**config.mk**
```make
export PLATFORM = sky130hd
export DESIGN_NAME = skt_payload_ram
export DESIGN_NICKNAME = d
export VERILOG_FILES = /design/src/hdl/skt_payload_ram.sv
export SDC_FILE = /design/constraint.sdc
export NUM_CORES = 2
export LEC_CHECK = 0
export BUFFER_PORTS_ARGS = -buffer_cell sky130_fd_sc_hd__buf_2
export CORE_MARGIN = 2
export CORE_UTILIZATION = 50
export DETAILED_ROUTE_END_ITERATION = 12
export GPL_ROUTABILITY_DRIVEN = 1
export PLACE_DENSITY = 0.69
export SETUP_SLACK_MARGIN = 0.1
export SYNTH_ARGS = -nofsm -noshare
export SYNTH_HDL_FRONTEND = slang
export SYNTH_SLANG_ARGS = --single-unit
```
**constraint.sdc**
```tcl
create_clock -name clock -period 3.84 [get_ports clock]
set_input_delay 0.768 -clock clock [delete_from_list [all_inputs] [get_ports clock]]
set_output_delay 0.768 -clock clock [all_outputs]
set_load 0.05 [all_outputs]
```
**src/hdl/skt_payload_ram.sv**
```systemverilog
// ----------------------------------------------------------------------------
// skt_payload_ram: payload storage by slot
// One write port and one read port with registered read data.
// ----------------------------------------------------------------------------
module skt_payload_ram #(
   parameter int DEPTH  = 64,
   parameter int WIDTH  = 32,
   parameter int ADDR_W = 6
) (
   input  logic              clock,
   input  logic              wr_en,
   input  logic [ADDR_W-1:0] wr_addr,
   input  logic [WIDTH-1:0]  wr_data,
   input  logic              rd_en,
   input  logic [ADDR_W-1:0] rd_addr,
   output logic [WIDTH-1:0]  rd_data
);

   logic [WIDTH-1:0] mem [DEPTH];
   logic [WIDTH-1:0] rd_data_ff;

   always_ff @(posedge clock) begin
      if (wr_en) begin
         mem[wr_addr] <= wr_data;
      end
   end

   always_ff @(posedge clock) begin
      if (rd_en) begin
         rd_data_ff <= mem[rd_addr];
      end
   end

   assign rd_data = rd_data_ff;

endmodule

```
==> results.toml <==
[grt]
grt_max_degree = 65
grt-ovfl-total = 0
antenna_found_initial = 21
grt_pass1_vias = 37350
grt_usage_pct = 25.08
grt_first_pass_wirelength_um = 283300

[floorplanning]
die_area_um2 = 160900
rows = 145
fp.dieW_um = 401.1
die_y_um = 401.1
pin_count = 79
start_util_pct = 50.41
design.core.area_um2 = 156400

[setup_path]
crit_arrival_ns = 3.49
path_class = "in -> reg"
crit_path_start_kind = "primary input"
path_buf_inv = 3
reg2reg_setup_slack_ns = 1.35
max_stage_delay_ns = 0.68
worst-path-max-fanout = 47
critPathCaptureType = "flop"
critical_path_required_ns = 4.38
cp_top_family = "buffers and inverters"
cp_slowest_cell = "o22ai_1"
path_cells = "buf_8, buf_12, buf_4, mux4_2, mux4_2, o22ai_1, nor2_1"
crit_top_cell = "mux4_2"

[cts]
cts_sinks = 2080
cts-root-buf = "clkbuf_16"
cts_resized = 0
ctsHoldBuffers = 0
clkTransAtPathRegs_ns = 0.06
post_cts_buffers = 0
htree_num_levels = 4
clk_latency_ns = 0.83
cts_buffers = 192
cts_buffer_depth = 3
cts_tree = "done"

[power]
power-per-cell-area_nw_per_um2 = 513.6
clkPwrFrac_pct = 40.1
switching_share_pct = 20.94
p_seq_share_pct = 54.7
p_sw_mw = 9.676
comb_power_share_pct = 5.2
vdd_drop_max_mv = 0.3919
p_leak_nw = 27.95
p_int_mw = 36.53

[sta]
fin_crit_ns = 2.945
hold_viol = 0
worstMarginPinSlew_ns = 1.238
relSlewSlack_pct = 17.49
max_freq_mhz = 339.6
setup_ws_ns = 0.8950
finalSetupTns_ns = 0
finalCritPeriodShare_pct = 76.69
rsz0062_at_grt = "no"
setup_viol = 0
finalClockSkew_ns = 0.02406
maxSlewViolCount = 0

[logic_synthesis]
synth_nets = 3371
synth.distinct_cells = 33
ys_top_cells_by_area = "edfxtp_1 79%, mux4_2 16%, mux2i_1 1.2%"
synth_area_um2 = 78840
yosys.area.top_type_share_pct = 79.23
syn_avg_cell_area_um2 = 23.72
synth-seq-cells = 2080
seq_area_frac_synth_pct = 79.23
syn-instance-count = 3324
yosysWarnings = 0
yosys.area.top_type = "edfxtp_1"

[routing]
vias = 37880
drt_iter0_markers = 5326
post_drt_wl_per_cell_um = 34.38
drt-pass1-iter-count = 5
viasPerCell = 6.494
ant_nets = 0
drt_wl_total_um = 200600
drc_errors = 0

[placement]
place_hpwl_um = 107300
place_ws_ns = 0.01508
io_buffers = 78
gp_congestion = 0.8073

[min_path]
worst_hold_path_type = "in -> reg"

[status]
status = "completed"

[final_layout]
drive_gt1_share_pct = 30.35
nets = 3657
final_common_cell = "edfxtp_1"
synthToLayoutAreaGrowth_pct = 14.12
final_cell_mix = "2080 x edfxtp_1, 544 x mux4_2, 196 x clkbuf_16, 119 x buf_4, 93 x mux2i_1"

[flow_run]
drv_cap = 0
-- flip-flops by register name, indices dropped and copies added (netlist names) --
signal / flops
rd_data: 32
mem: 2048
-- worst paths after layout --
path	start	end	cells after the start
max reg2reg	mem[27][18]	rd_data[18]	4
min	rd_en	rd_data[20]	1
min reg2reg	mem[12][4]	rd_data[4]	4
max	rd_addr[1]	rd_data[30]	7
-- routing by layer --
layer / track usage (%) / share of wire [%] / vias up
li1: - / - / 14870
met1: 35.76 / 38 / 20530
met2: 40.00 / 49 / 2153
met3: 5.015 / 11 / 320
met4: 6.905 / 2.6 / 12
met5: 0 / 0.039 / -
-- final cells by class --
type	count	area, um2
Fill cell	10970	66420
Sequential cell	2080	62460
Multi-Input combinational cell	1062	15980
Clock buffer	243	5081
Timing Repair Buffer	274	2861
Tap cell	2058	2575
Clock inverter	110	994.7
Antenna cell	6	15.01
-- power by group through the flow --
stage | clock (mW) | sequential [mW] | combinational [mW]
floorplan | 0 | 25.8 | 1.22
global placement | 0 | 25.8 | 2.37
detailed placement | 0 | 25.8 | 2.41
CTS | 18.7 | 25.3 | 2.42
global route | 19.6 | 25.3 | 2.53
finish | 18.5 | 25.3 | 2.40
-- synth_stat cells --
master,count
buf_6,5
or2_1,1
nand2_1,26
buf_4,25
or3b_1,2
nand4b_1,1
or2_0,1
nand2b_1,8
mux4_2,544
nand3b_1,5
nand3_1,5
a21oi_1,62
or3_1,3
clkbuf_1,74
nor3_1,7
nand4_1,2
a31oi_1,1
buf_2,57
nor2b_1,15
a22oi_1,12
o22ai_1,84
mux2i_1,93
o221ai_1,27
or2_2,1
or3b_2,3
a41o_1,4
edfxtp_1,2080
a311oi_1,8
and2_1,2
buf_1,21
o32ai_1,4
nor2_1,137
and3_1,4
-- kinds of logic (layout without fill, tap and decap cells) --
kind of cell	Yosys count	in the layout	synth area share [%]
AO/OA/AOI/OAI	202	202	1.666
other	0	6	0
AND/OR/NAND/NOR	223	223	1.260
flip-flops	2080	2080	79.23
multiplexers	637	637	16.72
buffers and inverters	182	627	1.124
-- per-stage QoR --
step                hold slack (ns)  total power, mW  cells  utilization, %  area [um2]
floorplan                    0.7502            27.05   3324               -       78850
global placement             0.8067            28.13   5474           53.63       83880
detailed placement           0.8009            28.18   5474           53.63       83880
CTS                          0.2967            46.45   5827           57.52       89950
global route                 0.3199            47.42   5827           57.52       89950
finish                       0.3689            46.21   5833           57.53       89970
-- worst register-to-register path, cell delays in order (launching register included) --
cell and delay [ns]:
edfxtp_1 0.40, mux4_2 0.51, mux4_2 0.48, o22ai_1 0.59, nor2_1 0.22
Note: power is estimated with default switching activity, not from simulation.
