File: src/hdl/skt_pkg.sv
// ----------------------------------------------------------------------------
// skt_pkg: shared types and codes for the sorted key table
// Command and status codes, the key width and the link between cells.
// ----------------------------------------------------------------------------
package skt_pkg;

   localparam int KEY_W = 32;

   typedef enum logic {
      CMD_INSERT = 1'b0,
      CMD_SEARCH = 1'b1
   } cmd_type;

   typedef enum logic [1:0] {
      STATUS_OK        = 2'd0,
      STATUS_FULL      = 2'd1,
      STATUS_DUPLICATE = 2'd2,
      STATUS_NOT_FOUND = 2'd3
   } status_type;

   // What one cell hands to the cell above it.
   typedef struct packed {
      logic             shift;
      logic [KEY_W-1:0] key;
   } link_type;

endpackage

File: src/hdl/skt_cell.sv
// ----------------------------------------------------------------------------
// skt_cell: one slot of the sorted key chain
// Holds one key and its payload slot, compares against the current command
// key, and on an insert either keeps its entry, takes its lower neighbor's
// entry, or takes the new key.
// ----------------------------------------------------------------------------
module skt_cell #(
   parameter int INDEX  = 0,
   parameter int CNT_W  = 7,
   parameter int SLOT_W = 6
) (
   input  logic                         clock,
   input  logic [CNT_W-1:0]             count,
   input  logic [skt_pkg::KEY_W-1:0]    op_key,
   input  logic [SLOT_W-1:0]            new_slot,
   input  logic                         ins_commit,
   input  skt_pkg::link_type            left,
   input  logic [SLOT_W-1:0]            left_slot,
   output skt_pkg::link_type            right,
   output logic [SLOT_W-1:0]            slot,
   output logic                         match
);
   import skt_pkg::*;

   logic [KEY_W-1:0]  key_ff, key_in;
   logic [SLOT_W-1:0] slot_ff, slot_in;
   logic              occupied;
   logic              at_end;
   logic              own_shift;

   assign occupied  = CNT_W'(INDEX) < count;
   assign at_end    = CNT_W'(INDEX) == count;
   assign own_shift = occupied && (op_key < key_ff);
   assign match     = occupied && (op_key == key_ff);

   assign right.shift = own_shift;
   assign right.key   = key_ff;
   assign slot        = slot_ff;

   // Entries above the insert point move up by one; the insert point itself
   // is the first cell whose key is larger, or the first free cell.
   always_comb begin
      key_in  = key_ff;
      slot_in = slot_ff;
      if (ins_commit) begin
         if (left.shift) begin
            key_in  = left.key;
            slot_in = left_slot;
         end else if (own_shift || at_end) begin
            key_in  = op_key;
            slot_in = new_slot;
         end
      end
   end

   always_ff @(posedge clock) begin
      key_ff  <= key_in;
      slot_ff <= slot_in;
   end

endmodule

File: config.mk
export PLATFORM = sky130hd
export DESIGN_NAME = skt_cell
export DESIGN_NICKNAME = d
export VERILOG_FILES = /design/src/hdl/skt_pkg.sv /design/src/hdl/skt_cell.sv
export SDC_FILE = /design/constraint.sdc
export NUM_CORES = 1
export LEC_CHECK = 0
export BUFFER_PORTS_ARGS = -buffer_cell sky130_fd_sc_hd__buf_4
export CAP_MARGIN = 30
export CORE_AREA = 2 2 77 116
export CTS_CLUSTER_SIZE = 12
export DETAILED_ROUTE_END_ITERATION = 8
export DIE_AREA = 0 0 79 118
export SETUP_SLACK_MARGIN = 0.05
export SLEW_MARGIN = 15
export SYNTH_ARGS = -nofsm -noshare
export SYNTH_HDL_FRONTEND = slang
export SYNTH_SLANG_ARGS = --single-unit
export TNS_END_PERCENT = 50
File: constraint.sdc
create_clock -name clock -period 4.8 [get_ports clock]
set_input_delay 0 -clock clock [delete_from_list [all_inputs] [get_ports clock]]
set_output_delay 0 -clock clock [all_outputs]
set_load 0.02 [all_outputs]
==> impl_metrics.ini <==
[sta]
rsz0062_at_grt = no
min_period_ps = 2650
worst_pin_slew_ps = 556
tns_ps = 0
timing.slew.headroom_pct = 62.0
fmax_mhz = 378
period_share_pct = 55.2
fin_skew_ps = 4.13
hold_viol = 0
drv_slew = 0
setup_viol = 0

[critical_path]
crit_family = compound AO/OA/AOI/OAI gates
worst-endpoint-arrival_ps = 2600
cpPeakStageDelay_ps = 530
critical_path_class = reg -> reg
worstPathRequired_ps = 4750
path_cells = inv_1, ha_1, a21oi_1, a21boi_0, a2111oi_0, o32ai_1, a311oi_4, buf_4
cp_max_fo = 20
crit_path_start_kind = flip-flop
cp_slowest_cell = a2111oi_0
worstSetupEndpointType = flip-flop
crit_buf_inv = 2
reg2reg_slack_ps = 2150

[clock_network]
htree_levels = 2
ctsResizeCount = 0
path_clk_slew_ps = 60
cts_buffer_depth = 2
root_buffer = clkbuf_16
ctsHoldBuffers = 0
cts_tree = yes
cts_setup_buffers = 0
cts_buffers = 5
cts_num_sinks = 38
clk_latency_ps = 280

[route]
drt-initial-drc-count = 68
drc = 0
firstDrtPassIters = 4
postRouteWirelength_microns = 6110
wl_per_cell_microns = 13.8
vias = 2026
detail-route-antenna-nets = 0
via_per_inst = 4.59

[status]
status = finished clean

[place]
dpl_cell_area_sq_um = 3540
io_buffers = 125
place_hpwl_microns = 4920
gp_congestion = 0.735

[power]
power.density_nw_per_um2 = 270
vdd_drop_max_mv = 0.145
leakage_nw = 1.73
finalPower_mw = 0.993

[floorplanning]
dieArea_sq_um = 9320
fp-row-count = 41
core_sq_um = 8310
io_pins = 126
die_w_microns = 79
start_util_pct = 29.6
dieHeight_microns = 118

[logic_synthesis]
synthFlopType = edfxtp_1
syn_inst = 205
yosysSeqAreaShare_pct = 46.4
synth_edf_count = 38
syn_nets = 323
synth_seq_cells = 38
ys_warn_count = 0
synth_area_sq_um = 2460
async_flop_share_pct = 0
yosysUniqueCellTypes = 28
avgSynthCellArea_sq_um = 12.0

[global_routing]
grt_max_degree = 43
overflow = 0
grt_antenna_before_repair = 0
grt_pass1_vias = 2148
grt_usage_pct = 13.5
grt_pass1_wl_microns = 9920

[flow_run]
cap_violations = 0

[finish]
fin_nets = 451
fin_area_sq_um = 3680
drive_above_1_share_pct = 52.1
syn2layout_area_growth_pct = 49.4
diodes = 0

[worst_hold_path]
hp-class = in -> reg
[metal layers]
metal  part of all wire, %  GRT usage, %  vias to the layer above
met5                     0             0                        -
met4                  0.95          3.88                        0
met3                   7.8          3.76                        4
met2                    54          24.2                       73
met1                    37          15.2                      941
li1                      -             -                     1008
[placed cells by master (no fill, tap or decap)]
cell type,count
buf_4,127
edfxtp_1,38
mux2_2,37
inv_1,35
ha_1,32
a21oi_1,14
nand2_1,10
o21ai_0,5
nand4_1,5
clkbuf_16,5
nand3_1,4
nor2_1,3
or4_4,1
nor4_4,1
and4_1,1
nor3_1,1
nor4_1,1
and4bb_2,1
a21o_1,1
a221o_1,1
a211o_1,1
a221oi_1,1
a21boi_0,1
a2111oi_0,1
o31ai_1,1
or4_1,1
o32ai_1,1
a311oi_4,1
clkinv_2,1
clkinv_1,1
clkbuf_1,1
[worst register-to-register path: stages (launching register included)]
cell and delay (ps):
edfxtp_1 380, inv_1 70, ha_1 240, a21oi_1 150
a21boi_0 100, a2111oi_0 530, o32ai_1 210, a311oi_4 300
buf_4 330
[worst paths after layout]
| kind | startpoint | end | cells after the start |
|---|---|---|---|
| worst max-delay path | key_ff[30] | key_ff[5] | 8 |
| worst min-delay path | left[0] | key_ff[0] | 3 |
| worst max register to register | key_ff[30] | key_ff[5] | 8 |
| worst min register to register | key_ff[23] | key_ff[30] | 6 |
[cell type report]
cell class | instances | area [sq um]
Sequential cell | 38 | 1140
Clock inverter | 2 | 8.76
Timing Repair Buffer | 127 | 953
Fill cell | 842 | 4630
Clock buffer | 6 | 129
Tap cell | 107 | 134
Inverter | 35 | 131
Multi-Input combinational cell | 126 | 1180
[stage by stage]
stage	worst slack, ps	utilization [%]	std cells	hold slack (ps)
global placement	2200	42.6	433	286
global route	1790	44.2	441	9.80
CTS	2160	44.2	441	5.17
detailed placement	2170	42.6	433	294
finish	2150	44.2	441	10.6
floorplan	1020	-	205	191
[cells by family after synthesis]
| group | Yosys count | synth area share (%) |
|---|---|---|
| compound gates | 28 | 6.97 |
| fa+ha+maj | 32 | 16.3 |
| buf+inv | 41 | 6.41 |
| flops | 38 | 46.4 |
| mux | 37 | 16.9 |
| simple gates | 29 | 7.02 |
[synthesized netlist by cell type (3+ instances only)]
cell type	instances	area, sq um
nand2_1	10	37.5
inv_1	35	131
clkbuf_1	5	18.8
edfxtp_1	38	1140
nor2_1	3	11.3
mux2_2	37	417
nand3_1	4	20.0
a21oi_1	14	70.1
ha_1	32	400
o21ai_0	5	25.0
nand4_1	5	31.3
[power by group]
| part | internal [mW] | switching (mW) | total (mW) |
|---|---|---|---|
| clock network | 0.190 | 0.127 | 0.317 |
| logic | 0.135 | 0.127 | 0.262 |
| registers | 0.401 | 0.0123 | 0.414 |
[flip-flops by register name, indices dropped and copies added, names as in the netlist]
register / flops
key_ff: 32
slot: 6
No activity file was read; power rests on OpenSTA's default activity.
